==> config.mk <==
export PLATFORM = sky130hd
export DESIGN_NAME = ftp_reply_parser
export DESIGN_NICKNAME = d
export VERILOG_FILES = /design/src/rtl/core/frp_pkg.sv /design/src/rtl/core/frp_front.sv /design/src/rtl/core/frp_queue.sv /design/src/rtl/core/frp_back.sv /design/src/rtl/core/ftp_reply_parser.sv
export SDC_FILE = /design/constraint.sdc
export NUM_CORES = 1
export LEC_CHECK = 0
export ABC_AREA = 1
export BUFFER_PORTS_ARGS = -buffer_cell sky130_fd_sc_hd__buf_2
export CAP_MARGIN = 10
export CELL_PAD_IN_SITES_DETAIL_PLACEMENT = 0
export CELL_PAD_IN_SITES_GLOBAL_PLACEMENT = 1
export CORE_MARGIN = 2
export CORE_UTILIZATION = 50
export CTS_CLUSTER_DIAMETER = 150
export DETAILED_ROUTE_END_ITERATION = 10
export PLACE_DENSITY_LB_ADDON = 0.1
export SETUP_SLACK_MARGIN = 0.3
export SKIP_LAST_GASP = 1
export SLEW_MARGIN = 10
export SYNTH_ARGS = -nofsm -noshare
export SYNTH_HDL_FRONTEND = slang
export SYNTH_HIERARCHICAL = 1
export SYNTH_SLANG_ARGS = --single-unit
==> constraint.sdc <==
create_clock -name clk -period 8.54 [get_ports clk]
set_clock_uncertainty 0.1 [all_clocks]
set_input_delay 1.708 -clock clk [delete_from_list [all_inputs] [get_ports clk]]
set_output_delay 1.708 -clock clk [all_outputs]
set_load 0.005 [all_outputs]
==> src/rtl/core/frp_pkg.sv <==
// Shared types and constants for the FTP reply parser.
`timescale 1ns / 1ps
package frp_pkg;

	localparam int unsigned QUEUE_DEPTH = 4;
	localparam int unsigned LIMIT_W     = 16;

	// result kinds
	localparam logic [1:0] KIND_TEXT = 2'd0;
	localparam logic [1:0] KIND_DONE = 2'd1;
	localparam logic [1:0] KIND_ERR  = 2'd2;

	// error causes
	localparam logic [2:0] CAUSE_NONE    = 3'd0;
	localparam logic [2:0] CAUSE_SEP     = 3'd1;
	localparam logic [2:0] CAUSE_DIGIT   = 3'd2;
	localparam logic [2:0] CAUSE_TOOLONG = 3'd3;
	localparam logic [2:0] CAUSE_EOS     = 3'd4;

	localparam logic [7:0] CH_LF = 8'h0A;
	localparam logic [7:0] CH_CR = 8'h0D;

	localparam logic [LIMIT_W-1:0] LIMIT_RESET = 16'd4094;

	typedef struct packed {
		logic [7:0] rx_byte;
		logic       stream_end;
	} in_item_t;

	typedef struct packed {
		logic [1:0] kind;
		logic [7:0] data_byte;
		logic [9:0] reply_code;
		logic [2:0] error_cause;
		logic       last;
	} out_item_t;

	// one result without its last flag
	typedef struct packed {
		logic [1:0] kind;
		logic [7:0] data_byte;
		logic [9:0] reply_code;
		logic [2:0] error_cause;
	} res_t;

	// work for the back end: an optional held CR, then an optional main result
	typedef struct packed {
		logic pre_cr;
		logic main_valid;
		res_t main;
	} work_t;

endpackage

==> src/rtl/core/frp_front.sv <==
// Front end: byte classifier and line state machine of the reply parser.
`timescale 1ns / 1ps
module frp_front (
	input  logic                         clk,
	input  logic                         arst_n,
	input  logic                         take,
	input  frp_pkg::in_item_t            item,
	input  logic [frp_pkg::LIMIT_W-1:0]  text_limit,
	output logic                         work_valid,
	output frp_pkg::work_t               work
);

	typedef enum logic [1:0] {
		PH_TAG  = 2'd0,
		PH_SKIP = 2'd1,
		PH_TEXT = 2'd2
	} phase_t;

	localparam logic [7:0] CH_DASH  = 8'h2D;
	localparam logic [7:0] CH_SPACE = 8'h20;
	localparam logic [7:0] CH_ZERO  = 8'h30;
	localparam logic [7:0] CH_NINE  = 8'h39;

	phase_t                      phase_q, phase_d;
	logic [1:0]                  tag_pos_q, tag_pos_d;
	logic [7:0]                  tag_q [3];
	logic                        tag_wr;
	logic [frp_pkg::LIMIT_W-1:0] count_q, count_d;
	logic                        cr_q, cr_d;
	logic                        digits_ok;
	logic [9:0]                  code;
	frp_pkg::work_t              w;

	function automatic logic is_digit(input logic [7:0] c);
		return c inside {[CH_ZERO:CH_NINE]};
	endfunction

	function automatic logic [9:0] digit_val(input logic [7:0] c);
		logic [7:0] d;
		d = c - CH_ZERO;
		return {6'd0, d[3:0]};
	endfunction

	assign digits_ok = is_digit(tag_q[0]) && is_digit(tag_q[1]) && is_digit(tag_q[2]);
	assign code = digit_val(tag_q[0]) * 10'd100 + digit_val(tag_q[1]) * 10'd10
		+ digit_val(tag_q[2]);

	always_comb begin
		phase_d   = phase_q;
		tag_pos_d = tag_pos_q;
		count_d   = count_q;
		cr_d      = cr_q;
		tag_wr    = 1'b0;
		w         = '0;
		if (item.stream_end) begin
			w.main_valid       = 1'b1;
			w.main.kind        = frp_pkg::KIND_ERR;
			w.main.error_cause = frp_pkg::CAUSE_EOS;
			phase_d = PH_TAG; tag_pos_d = '0; count_d = '0; cr_d = 1'b0;
		end else begin
			case (phase_q)
				PH_SKIP: begin
					if (item.rx_byte == frp_pkg::CH_LF) begin
						phase_d = PH_TAG; tag_pos_d = '0; count_d = '0; cr_d = 1'b0;
					end
				end
				PH_TEXT: begin
					if (item.rx_byte == frp_pkg::CH_LF) begin
						w.main_valid = 1'b1;
						if (digits_ok) begin
							w.main.kind       = frp_pkg::KIND_DONE;
							w.main.reply_code = code;
						end else begin
							w.main.kind        = frp_pkg::KIND_ERR;
							w.main.error_cause = frp_pkg::CAUSE_DIGIT;
						end
						phase_d = PH_TAG; tag_pos_d = '0; count_d = '0; cr_d = 1'b0;
					end else begin
						// a held CR goes out ahead of whatever this byte gives
						w.pre_cr = cr_q;
						cr_d     = 1'b0;
						if (count_q >= text_limit) begin
							w.main_valid       = 1'b1;
							w.main.kind        = frp_pkg::KIND_ERR;
							w.main.error_cause = frp_pkg::CAUSE_TOOLONG;
							phase_d = PH_TAG; tag_pos_d = '0; count_d = '0;
						end else begin
							count_d = count_q + 1'b1;
							if (item.rx_byte == frp_pkg::CH_CR) begin
								cr_d = 1'b1;
							end else begin
								w.main_valid     = 1'b1;
								w.main.kind      = frp_pkg::KIND_TEXT;
								w.main.data_byte = item.rx_byte;
							end
						end
					end
				end
				default: begin
					if (tag_pos_q != 2'd3) begin
						tag_wr    = 1'b1;
						tag_pos_d = tag_pos_q + 1'b1;
					end else if (item.rx_byte == CH_DASH) begin
						phase_d   = PH_SKIP;
						tag_pos_d = '0;
					end else if (item.rx_byte == CH_SPACE) begin
						phase_d   = PH_TEXT;
						tag_pos_d = '0;
						count_d   = '0;
						cr_d      = 1'b0;
					end else begin
						w.main_valid       = 1'b1;
						w.main.kind        = frp_pkg::KIND_ERR;
						w.main.error_cause = frp_pkg::CAUSE_SEP;
						phase_d = PH_TAG; tag_pos_d = '0; count_d = '0; cr_d = 1'b0;
					end
				end
			endcase
		end
	end

	assign work       = w;
	assign work_valid = take && (w.pre_cr || w.main_valid);

	always_ff @(posedge clk or negedge arst_n) begin
		if (!arst_n) begin
			phase_q   <= PH_TAG;
			tag_pos_q <= '0;
			count_q   <= '0;
			cr_q      <= 1'b0;
			tag_q[0]  <= '0;
			tag_q[1]  <= '0;
			tag_q[2]  <= '0;
		end else if (take) begin
			phase_q   <= phase_d;
			tag_pos_q <= tag_pos_d;
			count_q   <= count_d;
			cr_q      <= cr_d;
			if (tag_wr) begin
				tag_q[tag_pos_q] <= item.rx_byte;
			end
		end
	end

endmodule

==> src/rtl/core/frp_queue.sv <==
// Small work queue between the front and back ends.
`timescale 1ns / 1ps
module frp_queue #(
	parameter int unsigned DEPTH = frp_pkg::QUEUE_DEPTH
) (
	input  logic           clk,
	input  logic           arst_n,
	input  logic           wr_en,
	input  frp_pkg::work_t wr_data,
	output logic           full,
	input  logic           rd_en,
	output frp_pkg::work_t rd_data,
	output logic           empty
);

	localparam int unsigned AW = (DEPTH > 1) ? $clog2(DEPTH) : 1;
	localparam int unsigned CW = $clog2(DEPTH + 1);
	localparam logic [AW-1:0] LAST_PTR = AW'(DEPTH - 1);
	localparam logic [CW-1:0] FULL_CNT = CW'(DEPTH);

	frp_pkg::work_t mem [DEPTH];
	logic [AW-1:0]  wr_ptr_q, rd_ptr_q;
	logic [CW-1:0]  cnt_q;
	logic           do_wr, do_rd;

	assign full    = (cnt_q == FULL_CNT);
	assign empty   = (cnt_q == '0);
	assign do_wr   = wr_en && !full;
	assign do_rd   = rd_en && !empty;
	assign rd_data = mem[rd_ptr_q];

	always_ff @(posedge clk) begin
		if (do_wr) begin
			mem[wr_ptr_q] <= wr_data;
		end
	end

	always_ff @(posedge clk or negedge arst_n) begin
		if (!arst_n) begin
			wr_ptr_q <= '0;
			rd_ptr_q <= '0;
			cnt_q    <= '0;
		end else begin
			if (do_wr) begin
				wr_ptr_q <= (wr_ptr_q == LAST_PTR) ? '0 : wr_ptr_q + 1'b1;
			end
			if (do_rd) begin
				rd_ptr_q <= (rd_ptr_q == LAST_PTR) ? '0 : rd_ptr_q + 1'b1;
			end
			if (do_wr && !do_rd) begin
				cnt_q <= cnt_q + 1'b1;
			end else if (do_rd && !do_wr) begin
				cnt_q <= cnt_q - 1'b1;
			end
		end
	end

endmodule

==> src/rtl/core/frp_back.sv <==
// Back end: expands queued work into result transfers through an output register.
`timescale 1ns / 1ps
module frp_back (
	input  logic               clk,
	input  logic               arst_n,
	input  logic               q_empty,
	input  frp_pkg::work_t     q_data,
	output logic               q_pop,
	output frp_pkg::out_item_t result,
	output logic               empty,
	input  logic               pop
);

	frp_pkg::out_item_t out_q;
	logic               valid_q;
	logic               pend_q;   // main result still owed after a CR
	frp_pkg::res_t      held_q;
	logic               load;

	assign load   = !valid_q || pop;
	assign q_pop  = load && !pend_q && !q_empty;
	assign result = out_q;
	assign empty  = !valid_q;

	always_ff @(posedge clk or negedge arst_n) begin
		if (!arst_n) begin
			valid_q <= 1'b0;
			pend_q  <= 1'b0;
		end else if (load) begin
			if (pend_q) begin
				valid_q <= 1'b1;
				pend_q  <= 1'b0;
			end else if (!q_empty) begin
				valid_q <= 1'b1;
				pend_q  <= q_data.pre_cr && q_data.main_valid;
			end else begin
				valid_q <= 1'b0;
			end
		end
	end

	always_ff @(posedge clk) begin
		if (load) begin
			if (pend_q) begin
				out_q <= {held_q, 1'b1};
			end else if (!q_empty) begin
				held_q <= q_data.main;
				if (q_data.pre_cr) begin
					out_q.kind        <= frp_pkg::KIND_TEXT;
					out_q.data_byte   <= frp_pkg::CH_CR;
					out_q.reply_code  <= '0;
					out_q.error_cause <= frp_pkg::CAUSE_NONE;
					out_q.last        <= !q_data.main_valid;
				end else begin
					out_q <= {q_data.main, 1'b1};
				end
			end
		end
	end

endmodule

==> src/rtl/core/ftp_reply_parser.sv <==
// Top level of the FTP control-channel reply parser.
`timescale 1ns / 1ps
// Takes one received byte per cycle while full is low and gives text bytes of
// the final reply line, the decimal reply code, or an error cause. Each byte
// is classified by the front end; any results it causes go into a work queue
// of QUEUE_DEPTH entries and are drained by the back end at one result per
// cycle while pop is held. A byte following a held carriage return may cause
// two results, sent one after the other; full rises only when the queue has
// filled behind such pairs or a stalled pop. text_limit sits at byte address 0.
module ftp_reply_parser #(
	parameter int unsigned QUEUE_DEPTH = frp_pkg::QUEUE_DEPTH
) (
	input  logic               clk,
	input  logic               arst_n,
	input  logic               push,
	output logic               full,
	input  frp_pkg::in_item_t  item,
	output logic               empty,
	input  logic               pop,
	output frp_pkg::out_item_t result,
	input  logic               psel,
	input  logic               penable,
	input  logic               pwrite,
	input  logic [2:0]         paddr,
	input  logic [31:0]        pwdata,
	output logic [31:0]        prdata,
	output logic               pready
);

	logic [frp_pkg::LIMIT_W-1:0] limit_q;
	logic                        take;
	logic                        work_valid;
	frp_pkg::work_t              work;
	logic                        q_full, q_empty, q_pop;
	frp_pkg::work_t              q_data;

	assign pready = 1'b1;
	assign prdata = (paddr[2] == 1'b0) ? {16'd0, limit_q} : 32'd0;

	always_ff @(posedge clk or negedge arst_n) begin
		if (!arst_n) begin
			limit_q <= frp_pkg::LIMIT_RESET;
		end else if (psel && penable && pwrite && pready && (paddr[2] == 1'b0)) begin
			limit_q <= pwdata[15:0];
		end
	end

	assign full = q_full;
	assign take = push && !q_full;

	frp_front u_front (
		.clk        (clk),
		.arst_n     (arst_n),
		.take       (take),
		.item       (item),
		.text_limit (limit_q),
		.work_valid (work_valid),
		.work       (work)
	);

	frp_queue #(
		.DEPTH (QUEUE_DEPTH)
	) u_queue (
		.clk     (clk),
		.arst_n  (arst_n),
		.wr_en   (work_valid),
		.wr_data (work),
		.full    (q_full),
		.rd_en   (q_pop),
		.rd_data (q_data),
		.empty   (q_empty)
	);

	frp_back u_back (
		.clk     (clk),
		.arst_n  (arst_n),
		.q_empty (q_empty),
		.q_data  (q_data),
		.q_pop   (q_pop),
		.result  (result),
		.empty   (empty),
		.pop     (pop)
	);

	// completions and errors always close out their byte
	a_final_is_last: assert property (@(posedge clk) disable iff (!arst_n)
		!empty && result.kind != frp_pkg::KIND_TEXT |-> result.last)
		else $error("reply end or error without last");

	// the second result of a pair follows right behind the first
	a_pair_follows: assert property (@(posedge clk) disable iff (!arst_n)
		pop && !empty && !result.last |=> !empty)
		else $error("second result of a pair missing");

	a_code_range: assert property (@(posedge clk) disable iff (!arst_n)
		!empty && result.kind == frp_pkg::KIND_DONE |->
		result.reply_code <= 10'd999 && result.error_cause == frp_pkg::CAUSE_NONE)
		else $error("bad reply code transfer");

endmodule
# After elaboration in Yosys (flattened, before gate mapping)
# Memory sizes are Yosys's and may differ from the RTL's.
# Cells that the tools add are included.
# word_totals
memories	1
mem_bits_ro	0
latch_bits	0
out_inout_bits	59
regBits	117
mem_bits_rw	100
# mem_list
memory	words	word_bits	rd	rd_clocked_by_memory_dff	wr	line_no	rtl
u_queue.mem	4	25	1	0	1	frp_queue.sv:21	frp_pkg::work_t mem [DEPTH];
# classes
bitwise	4
n_addsub	11
div_mod_pow	0
muxes	71
shift	0
multipliers	2
n_lt_le_gt_ge	9
n_eq_ne	15
reduce_logical	37
# ops
cell	count
$mux 16	7
$mux 24	3
$mux 18	2
$mux 3	12
$pmux 16 s2	1
$mux 2	14
$bwmux 24	1
$ge 8x6->1 const B	3
$le 8x6->1 const B	3
$mux 8	3
$mux 10	2
$mux 1	19
$logic_and 1x1->1	18
$add 16x1->16 const B	1
$demux 8 s2	1
$eq 8x4->1 const B	2
$eq 8x6->1 const B	2
$ge 16x16->1	1
$pmux 3 s2	2
$sub 4x1->4 const B	3
$mux 11	1
$add 10x4->10	1
$add 10x8->10	1
$reduce_and 3->1	3
other kinds (25)	43

# Longest topological paths before layout
# Gate-level depths: netlist (run 1).
# depth
ltp_word	15
depth_mapped	25
mapped_depth_nobuf	25

# Modules after synthesis
# The synthesis (run 1) kept the hierarchy.
# modules_own_cells
mod	cells_each	n_inst	seq_area_each_um2	area_each_um2
frp_queue	352	1	3178.0	4500.6
frp_front	485	1	1126.1	3678.5
frp_back	142	1	1461.4	1865.5
ftp_reply_parser	127	1	414.1	959.7

# Least setup slack after synthesis (run 1)
# OpenSTA, ideal clock, no wires.
# synth_path
path_kind	input to register
start	input port item[8] (netlist name)
end	memory u_queue/mem[0][0] (netlist name) (enable)
cell_stages	12
slack_ns	4.417
path_buffers	0
arrival_time_ns	3.616
setup_time_ns	0.407
cell_sequence	inv_2 > nand2_1 > nor2_1 > a21oi_1 > nand3_1 > nand2_1 > inv_1 > nand3_1 > nand2_1 > inv_1 > nand2_1 > nor2_1
# synth_between
elab_chain_cells	11
elab_cells_between_ends	20
# synth_rtl
element	line_no	rtl
start, declared	ftp_reply_parser.sv:17	input frp_pkg::in_item_t item,
$eq 8x6->1 / $eq 8x4->1 (equally long branches)	frp_front.sv:106, frp_front.sv:89	
$mux 3 / $mux 11 (equally long branches)	frp_front.sv:106, frp_front.sv:89	
$mux 3 (on tied branches)	frp_front.sv:103, frp_front.sv:82	
$mux 3 (on tied branches)	frp_front.sv:100, frp_front.sv:68	
$pmux 3 s2	frp_front.sv:61	case (phase_q)
$mux 3	frp_front.sv:55	if (item.stream_end) begin
$logic_or 1x1->1 *	frp_front.sv:123	assign work_valid = take && (w.pre_cr || w.main_valid);
$logic_and 1x1->1 *	frp_front.sv:123	
via work_valid	ftp_reply_parser.sv:32	logic work_valid;
$logic_and 1x1->1 *	frp_queue.sv:28	assign do_wr = wr_en && !full;
$mux 1 *	frp_queue.sv:33	if (do_wr) begin
$mux 1 (implied by the code) *	frp_queue.sv:34	mem[wr_ptr_q] <= wr_data;
end, declared	frp_queue.sv:21	
# The timed path passes the listed nets; every way through them passes the cells marked *.

# Worst setup path in the final report (run 1)
# layout_path
start	input port paddr[2]
end	output port prdata[9]
# layout_between
elab_chain_cells	1
# layout_rtl
element	line_no	rtl
start, declared	ftp_reply_parser.sv:24	input logic [2:0] paddr,
$mux 16	ftp_reply_parser.sv:38	assign prdata = (paddr[2] == 1'b0) ? {16'd0, limit_q} : 32'd0;
end, declared	ftp_reply_parser.sv:26	output logic [31:0] prdata,
# No other way between the ends.

==> summary.txt, run 1 <==
Drt
  • Initial DRC count: 309
  • Vias: 7,191
  • Vias per inst: approximately 4.9
  • Post-route ant nets: 0
  • Final wirelength: 20.3 mm
  • TritonRoute pass-1 iters: 5
  • DR WL/cell: 13.8 um
  • # DRC: 0

GRT
  • Largest net degree at the start of global routing: 87
  • Global route overflow: 0
  • Vias in the first global route: between 6,000 and 7,000
  • Initial antenna violation count: 0
  • Total track usage: 17.9%
  • First-pass GRT wire length: around 34 mm

STA
  • RSZ-0062 raised after global routing: false
  • Hold Vio Cnt, Final: 0
  • Worst slew margin: 39.1%
  • FMAX: between 200 and 250 MHz
  • Endpoints failing setup: 0
  • Setup_tns: 0 ps
  • WHS: roughly 370 ps
  • Tcrit/Tclk final: 48.1%
  • Fin crit period: 4110 ps
  • Slew @ Worst Pin: around 900 ps
  • Pins Over Slew Limit: 0

Critical path
  • Critical Path AT: 2300 ps
  • FF-to-FF setup slack: 5150 ps
  • Worst Setup End Kind: primary output
  • Path type of the worst setup path: input port to primary output
  • CP Max Fanout: 17
  • Kind of start point of the critical path: input port
  • Worst Path Required: 6730 ps

Clocking
  • Worst-path clk slew: approximately 60 ps
  • Post-cts resize count: 0
  • Hold buffers post-CTS: 0
  • CTS tree: built
  • Clock H-tree levels: 1
  • Total clock sinks: 217
  • Root Buffer: clkbuf_16
  • Max Root-Sink Buffers: 3
  • Post-CTS setup buffers: 0
  • Total CTS buffers: 23
  • Clk Latency, worst-skew pair: roughly 500 ps

Final layout
  • Filler cells: 1,952
  • Layout cell share with drive strength beyond 1: 14.4%
  • Area delta synth->final: 10.5%
  • Nets: ~1,300
  • ANT cells: 0
  • Post-route cell area: about 12,000 um^2

Synthesis
  • FF+latch count, synth: roughly 220
  • Synth Instances: 1,106
  • Main synth FF type: edfxtp_1
  • Asr flop ratio synth: around a third
  • Top cells by area, synth: edfxtp_1 40%, dfrtp_1 13%, nand2_1 11%
  • Post-synth EDFFs: 147
  • Count leader, synth: nand2_1
  • Post-synth top cells: 310 x nand2_1, 158 x inv_1, 147 x edfxtp_1, 74 x nor2_1, 59 x dfrtp_1
  • Mapped cell area: 11,000 um^2
  • Synth warnings: 6
  • Distinct cell type count after synthesis: between 40 and 50
  • Yosys top cell area share: 40.1%
  • Seq/Total Area, Yosys: between 50% and 60%
  • Syn avg cell area: slightly below 10 um^2
  • Leading area contributor after synthesis: edfxtp_1

Power and ir drop
  • Clock power frac: 24.1%
  • Net Switching: roughly 1400 uW
  • VDD IR max: about 0.15 mV
  • Power per cell area: 319 nW/um^2
  • Sequential Power Share: around two fifths
  • Combinational cell fraction of total power: about a third
  • Net Sw Frac: 35.2%
  • LEAKAGE: between 0.005 and 0.006 uW
  • Internal: roughly 2500 uW

Floorplanning
  • Die H: 152 um
  • # IOs: 110
  • Rows: 54
  • DIE AREA: 23,200 um^2
  • Die X: between 150 and 200 um
  • Core box area: about 22,000 um^2
  • Starting Density: between 50% and 60%

Hold path
  • HP Class: flip-flop to flip-flop

Status
  • Status: finished, final reports clean

Place
  • I/O Buffers: 74
  • Dpl hpwl: 14.0 mm
  • Dpl cell area: about 11,000 um^2
  • RePlAce Congestion: 0.774

Flow run
  • Max-cap viol count: 0
critical path, cell delays in order:
cell,delay (ps)
buf_2,350
nor2_1,100
buf_2,140
state kept, by name, indices dropped and copies added, names as in the netlist:
signal and cells:
u_queue/mem 100, u_back/pend_q 1, u_back/valid_q 1, u_back/held_q 23, u_queue/rd_ptr_q 2, u_front/count_q 16
u_front/tag_q 24, u_front/cr_q 1, u_queue/cnt_q 3, limit_q 16, u_queue/wr_ptr_q 2, u_back/result 24
u_front/phase_q 2, u_front/tag_pos_q 2
cell usage in the layout, fill, tap and decap left out, types with 38 or more instances in the layout:
cell / netlist / routed
nand3_1: 50 / 50
buf_2: 7 / 73
o21ai_0: 38 / 38
ha_1: 58 / 58
dfrtp_1: 59 / 58
o211ai_1: 40 / 40
nor2_1: 74 / 70
inv_1: 158 / 158
edfxtp_1: 147 / 147
nand2_1: 310 / 310
per-layer routing:
metal	global-route usage, %	vias to the layer above	routed length, um
met5	0	-	0
met4	4.05	0	313
met3	2.65	28	950
met2	30.3	138	9540
met1	24.7	3314	9480
li1	-	3711	-
cell type report:
class                      count  area [um^2]  area share, %
tap                          280          350           2.88
clock inverter                 9         91.3          0.751
inverter                     172          656           5.39
clock buffer                  32          609           5.01
timing repair buffer          81          425           3.50
sequential                   217         6180           50.8
multi-input combinational    683         3850           31.6
cell families after synthesis:
family,Yosys count,share of synthesized area [%]
xor+xnor,10,0.796
flops,217,56.2
compound gates,113,6.82
simple gates,479,18.9
fa+ha+maj,64,7.69
buf+inv,221,9.58
other cells,2,0.0682
path summary, 6_finish.rpt:
check | end | cells after the start | start
max | prdata[9] | 3 | paddr[2]
min | limit_q[5] | 2 | limit_q[5]
max reg2reg | u_queue/cnt_q[2] | 23 | limit_q[7]
min reg2reg | limit_q[5] | 2 | limit_q[5]
max in group asynchronous | u_front/tag_q[2] | 2 | arst_n
min in group asynchronous | u_back/valid_q | 1 | arst_n
through the flow:
step,std cells,power [uW],setup WS (ps),utilization (%)
CTS,1474,3930,4420,56.1
global placement,1433,2960,4070,52.8
finish,1474,3880,4430,56.1
detailed placement,1433,2970,4020,52.8
floorplan,1121,2670,4420,-
global route,1474,4210,4230,56.1
power groups by stage:
stage	clock network (uW)	registers, uW	logic (uW)
2_1_floorplan	0	1610	1060
3_3_place_gp	0	1640	1320
3_5_place_dp	0	1650	1320
4_1_cts	962	1630	1340
5_1_grt	1000	1660	1540
6_report	935	1620	1320
(Power assumes the default switching activity.)
==> inputs of run 2 (changes only) <==
- CORE_UTILIZATION: 50 -> 47
- clock period: 8.54 -> 4 ns (I/O delays scaled with it)
==> run 2 against run 1 <==
- sequential power is 110% higher
- critical endpoint is now u_queue/mem[2][11]
- flip-flop and latch count did not move
- die area increased by 6.2%
- setup slack got worse by 3800 ps
- sequential share of layout area is 0.60 points lower
- clock power up 130%
- combinational power up 110%
- critical path depth is 9 higher
- register-to-register slack got worse by 4500 ps
- non-clock buffer count increased by 5
- power increased by 120%
==> summary.txt, run 2 (same netlist as run 1, synthesis figures left out) <==
Drt
  • Post-route ant nets: 0 (unchanged)
  • DR WL/cell: 13.5 um (-1.6%)
  • Met3 wire length: 791 um (-17%)
  • DRT met1 WL: 10.1 mm (+6.9%)
  • Final wirelength: 20.5 mm (+1.1%)
  • Vias per inst: 4.71 (-3.5%)
  • TritonRoute pass-1 iters: 5 (unchanged)
  • Initial DRC count: 310 (+0.32%)
  • Routed wl met2: 9.28 mm (-2.7%)
  • # DRC: 0 (unchanged)
  • Top Layer Used: met4
  • Vias: 7,132 (-0.82%)

Final layout
  • Most common cell after layout, fill and taps aside: nand2_1
  • Non-Filler Instances: 1,515 (+2.8%)
  • Top reg by flops: u_queue/mem
  • Area delta synth->final: 11.8%
  • ANT cells: 0 (unchanged)
  • Commonest cells after routing, fill and taps aside: 310 x nand2_1, 158 x inv_1, 147 x edfxtp_1
  • Layout cell share with drive strength beyond 1: 15.5% (+1.1 points)
  • Largest registers: u_queue/mem x100, u_back/result x24, u_front/tag_q x24
  • Final design utilization: 54.0% (-2.0 points)
  • Post-route cell area: 12,300 um^2 (+1.2%)
  • Max reg flops: 100 (unchanged)
  • Nets: 1,300 (+0.54%)

STA
  • Setup_tns: 0 ps (unchanged)
  • Endpoints failing setup: 0 (unchanged)
  • Tcrit/Tclk final: 84.2%
  • WHS: 317 ps (-52.3 ps)
  • Worst slew margin: 36.2% (-3.0 points)
  • RSZ-0062 raised after global routing: false
  • Fin crit period: approximately 3400 ps
  • FMAX: between 200 and 300 MHz
  • Slew @ Worst Pin: 958 ps (+44.6 ps)
  • Pins Over Slew Limit: 0 (unchanged)
  • Hold Vio Cnt, Final: 0 (unchanged)

Place
  • Total placed cells including tap cells: 1,471 (+2.7%)
  • I/O Buffers: 74 (unchanged)
  • RePlAce Congestion: 0.754 (-2.6%)
  • Dpl hpwl: 14.4 mm (+2.8%)
  • Dpl cell area: 11,500 um^2 (+0.64%)

Power and ir drop
  • Internal: 5450 uW (+120%)
  • Power per cell area: 683 nW/um^2 (+110%)
  • VDD IR max: 0.314 mV (+110%)
  • Clock power frac: 25.2% (+1.1 points)
  • LEAKAGE: 0.00574 uW (+1.3%)
  • Net Sw Frac: 35.2% (about the same)
  • Combinational cell fraction of total power: 33.4% (-0.6 points)
  • Net Switching: 2960 uW (+120%)
  • Sequential Power Share: 41.4% (-0.5 points)

Clocking
  • Total CTS buffers: 25 (+8.7%)
  • Worst-path clk slew: 60 ps (about the same)
  • Hold buffers post-CTS: 0 (unchanged)
  • CTS tree: built
  • Total clock sinks: 217 (unchanged)
  • Root Buffer: clkbuf_16
  • Clk Latency, worst-skew pair: 530 ps (+30 ps)
  • Clock H-tree levels: 1 (unchanged)
  • Max Root-Sink Buffers: 3 (unchanged)

GRT
  • First-pass GRT wire length: 33.6 mm (-1.3%)
  • Initial antenna violation count: 0 (unchanged)
  • Vias in the first global route: 6,708 (-0.97%)
  • Total track usage: 17.4% (-0.54 points)
  • Largest net degree at the start of global routing: 71 (-18%)
  • Global route overflow: 0 (unchanged)

Floorplanning
  • # IOs: 110 (unchanged)
  • DIE AREA: 24,700 um^2 (+6.2%)
  • Die X: 157 um (+3.1%)
  • Core box area: 22,800 um^2 (+5.0%)
  • Die H: 157 um (+3.1%)
  • Starting Density: 48.3% (-2.4 points)
  • Rows: 55 (+1.9%)

Critical path
  • Path type of the worst setup path: flip-flop to flip-flop
  • Slowest cell on crit path: fa_1
  • Critical Path AT: 3530 ps (+1230 ps)
  • Worst Setup End Kind: flip-flop
  • Cell mode on critical path: ha_1
  • CP Max Fanout: 4 (-13)
  • Kind of start point of the critical path: flip-flop
  • Slowest Stage Delay on Critical Path: 460 ps (+110 ps)
  • Worst Path Required: 4160 ps (-2570 ps)
  • Crit-path cells: ha_1 -> ha_1 -> fa_1 -> ha_1 -> ha_1 -> o21ai_0 -> nand2_1 -> nand2_1 -> nand2_1 -> a21oi_1 -> o21bai_1 -> a21oi_1

Status
  • Status: finished, final reports clean

Hold path
  • HP Class: input port to async pin

Flow run
  • Max-cap viol count: 0 (unchanged)
[run 2: changes by cell type in the layout (fill, tap and decap cells not counted), sizes merged]
cell / before / now
buf: 81 / 86
bufinv: 2 / 1
clkinv: 6 / 7
clkbuf: 32 / 34
inv: 172 / 174
clkinvlp: 1 / 0
[run 2: path summary, 6_finish.rpt]
kind | from | end | slack (ps) | depth (start not counted)
worst max-delay path | u_front/tag_q[9] | u_queue/mem[2][11] | 630 | 12
worst min-delay path | arst_n | u_queue/wr_ptr_q[1] | 320 | 1
worst max register to register | u_front/tag_q[9] | u_queue/mem[2][11] | 630 | 12
worst min register to register | limit_q[7] | limit_q[7] | 370 | 2
max in group asynchronous | arst_n | u_queue/rd_ptr_q[0] | 2840 | 1
min in group clk | limit_q[7] | limit_q[7] | 370 | 2
[run 2: routing by layer]
| layer | vias up | global-route usage, % |
|---|---|---|
| met5 | - | 0 |
| met4 | 0 | 4.07 |
| met3 | 21 | 2.73 |
| met2 | 123 | 28.5 |
| met1 | 3257 | 24.5 |
| li1 | 3731 | - |
[run 2: stage by stage]
step / power, uW / setup slack (ps)
after floorplan: 5700 / 651
after global placement: 6330 / 554
after detailed placement: 6370 / 531
after CTS: 8540 / 576
after global routing: 9160 / 371
final: 8410 / 631
[run 2: critical path, delay by kind of cell, from the launching register on]
family / cells / cell delay (ps)
fa+ha+maj: 5 / 1640
compound gates: 4 / 720
flops: 1 / 430
simple gates: 3 / 210
[run 2: final cells by class]
class                           count  area (um^2)
Sequential cell                   217         6180
Tap cell                          313          392
Clock inverter                     10         91.3
Inverter                          172          656
Fill cell                        2083        10500
Timing Repair Buffer               86          463
Clock buffer                       34          679
Multi-Input combinational cell    683         3840
[run 2: what timing repair did]
action,in CTS,in global routing
setup endpoints to repair,0,1
resized for setup,0,1
setup buffers,0,0
[run 2: power by group through the flow]
stage	combinational [uW]	sequential, uW	clock [uW]
after floorplan	2260	3440	0
after global placement	2810	3520	0
after detailed placement	2840	3530	0
after CTS	2860	3490	2180
after global routing	3320	3560	2270
final	2810	3480	2120
==> inputs of run 3 (changes only) <==
- clock period: 4 -> 3.1 ns (I/O delays scaled with it)
==> run 3 against run 2 <==
- the flow now finishes with violations (negative hold slack)
- worst hold slack got worse by 330 ps
- non-clock buffer count is 58 higher
- global-route usage increased by 0.62 points
- largest power group is now combinational cells
- clock power is 41% higher
- flip-flop and latch count unchanged
- final cell count up 4.0%
- routed wire length up 9.0%
- design area grew 8.4%
- fmax is 18% higher
- power is 44% higher
- clock-buffer cell count decreased by 4
- sequential share of layout area down 3.9 points
==> summary.txt, run 3 (same netlist as run 1, synthesis figures left out) <==
Status
  • Status: complete, but fails checks
  • Failing checks: negative hold slack

Power and ir drop
  • Power per cell area: 911 nW/um^2 (+33%)
  • VDD IR max: 0.448 mV (+42%)
  • LEAKAGE: 0.00612 uW (+6.6%)

Clocking
  • Hold buffers post-CTS: 0 (unchanged)
  • Worst-path clk slew: 60 ps (about the same)
  • Max Root-Sink Buffers: 3 (unchanged)
  • Total CTS buffers: 25 (unchanged)
  • Root Buffer: clkbuf_16
  • Clock H-tree levels: 1 (unchanged)
  • CTS tree: built
  • Clk Latency, worst-skew pair: 530 ps (about the same)
  • Total clock sinks: 217 (unchanged)

Drt
  • Vias: 7,385 (+3.5%)
  • Final wirelength: 22.4 mm (+9.0%)
  • # DRC: 0 (unchanged)
  • Post-route ant nets: 0 (unchanged)
  • TritonRoute pass-1 iters: 4 (-1)
  • Initial DRC count: 288 (-7.1%)
  • DR WL/cell: 14.2 um (+4.9%)
  • Vias per inst: 4.69 (-0.40%)

Critical path
  • Worst Setup End Kind: flip-flop
  • Critical Path AT: 3060 ps (-470 ps)
  • Crit-path cells: ha_4 -> ha_4 -> fa_2 -> ha_4 -> ha_4 -> o21ai_2 -> nand2_1 -> nand2_1 -> nand2_1 -> a21oi_2 -> o21bai_1 -> a21oi_2 -> buf_6
  • FF-to-FF setup slack: 230 ps (-400 ps)
  • FF-to-FF path depth: 13 (+1)
  • Path type of the worst setup path: flip-flop to flip-flop
  • Kind of start point of the critical path: flip-flop
  • Slowest Stage Delay on Critical Path: 550 ps (+90 ps)
  • Reg-to-Reg Start: u_front/tag_q[11]
  • CP Max Fanout: 4 (unchanged)
  • Slowest cell on crit path: fa_2
  • Cell mode on critical path: ha_4
  • Worst Path Required: 3290 ps (-870 ps)
  • R2R Path End: u_queue/mem[3][11]

Final layout
  • Most common cell after layout, fill and taps aside: nand2_1
  • Final design utilization: 58.5% (+4.5 points)
  • Largest registers: u_queue/mem x100, u_back/result x24, u_front/tag_q x24
  • Commonest cells after routing, fill and taps aside: 302 x nand2_1, 148 x inv_1, 147 x edfxtp_1
  • Area delta synth->final: 21.2%
  • Layout cell share with drive strength beyond 1: 24.3% (+8.9 points)
  • Max reg flops: 100 (unchanged)
  • Nets: 1,358 (+4.5%)
  • ANT cells: 0 (unchanged)
  • Post-route cell area: 13,300 um^2 (+8.4%)
  • Non-Filler Instances: 1,575 (+4.0%)
  • Top reg by flops: u_queue/mem

Hold path
  • HP Class: input port to async pin

STA
  • Slew @ Worst Pin: 800 ps (-157 ps)
  • Hold Vio Cnt, Final: 2 (+2)
  • WHS: -12.5 ps (-329 ps)
  • Fin crit period: 2870 ps (-504 ps)
  • Worst slew margin: 46.6% (+10 points)
  • RSZ-0062 raised after global routing: true
  • FMAX: 349 MHz (+18%)
  • Endpoints failing setup: 0 (unchanged)
  • Pins Over Slew Limit: 0 (unchanged)
  • Setup_tns: 0 ps (unchanged)
  • Tcrit/Tclk final: 92.4% (+8.2 points)

Floorplanning
  • Rows: 55 (unchanged)
  • Die X: 157 um (unchanged)
  • DIE AREA: 24,700 um^2 (unchanged)
  • Core box area: 22,800 um^2 (unchanged)
  • Die H: 157 um (unchanged)
  • Starting Density: 48.3% (unchanged)
  • # IOs: 110 (unchanged)

GRT
  • Vias in the first global route: 6,913 (+3.1%)
  • Largest net degree at the start of global routing: 51 (-28%)
  • First-pass GRT wire length: 35.2 mm (+4.6%)
  • Initial antenna violation count: 0 (unchanged)
  • Global route overflow: 0 (unchanged)
  • Total track usage: 18.0% (+0.62 points)

Place
  • Dpl hpwl: 14.8 mm (+2.9%)
  • I/O Buffers: 74 (unchanged)
  • Total placed cells including tap cells: 1,499 (+1.9%)
  • RePlAce Congestion: 0.781 (+3.5%)
  • Dpl cell area: 11,900 um^2 (+3.0%)

Flow run
  • Max-cap viol count: 0 (unchanged)
[run 3: what timing repair did]
action	CTS	global route
cloned	0	8
setup endpoints to repair	114	125
pin swaps	24	28
setup buffers	11	11
resized for setup	33	31
[run 3: per-layer routing]
metal | share of wire (%) | routed length (um) | up-vias | track usage, %
met1 | 47 | 10500 | 3376 | 24.9
met4 | 2.1 | 466 | 0 | 4.72
met2 | 47 | 10600 | 130 | 30.0
li1 | - | - | 3849 | -
met3 | 3.6 | 797 | 30 | 2.51
met5 | 0 | 0 | - | 0
[run 3: worst max path at each step]
stage	cells after the start	from	slack, ps	end
global route	23	limit_q[6]	60	u_queue/cnt_q[2]
CTS	13	u_front/tag_q[9]	200	u_queue/mem[0][11]
detailed placement	23	limit_q[7]	8	u_queue/cnt_q[2]
floorplan	16	limit_q[7]	220	u_queue/mem[0][0]
global placement	23	limit_q[7]	6	u_queue/cnt_q[2]
finish	13	u_front/tag_q[11]	230	u_queue/mem[3][11]
[run 3: metrics by stage]
step           setup slack [ps]  power (uW)
3_5_place_dp               7.50        8620
2_1_floorplan               219        7620
4_1_cts                     200       12000
5_1_grt                    64.8       13200
6_report                    235       12100
3_3_place_gp               6.38        8560
[run 3: worst max-delay path, delay by kind of cell, from the launching register on]
kind | cells | cell delay, ps
adders and majority gates | 5 | 1460
and+or+nand+nor | 3 | 200
buffers and inverters | 1 | 130
DFF | 1 | 410
AOI/OAI and AO/OA | 4 | 340
[run 3: report_power, final]
| part | switching [uW] | total (uW) | internal, uW |
|---|---|---|---|
| Sequential | 356 | 4430 | 4080 |
| Combinational | 2730 | 4730 | 2000 |
| Clock | 1170 | 2980 | 1810 |
| Total | 4250 | 12100 | 7890 |
[run 3: cell type report]
cell class | instances | area, um^2
clock buffer | 30 | 674
clock inverter | 16 | 174
fill | 1981 | 9440
inverter | 172 | 661
multi-input combinational | 683 | 4190
sequential | 217 | 6180
tap | 313 | 392
timing repair buffer | 144 | 1070
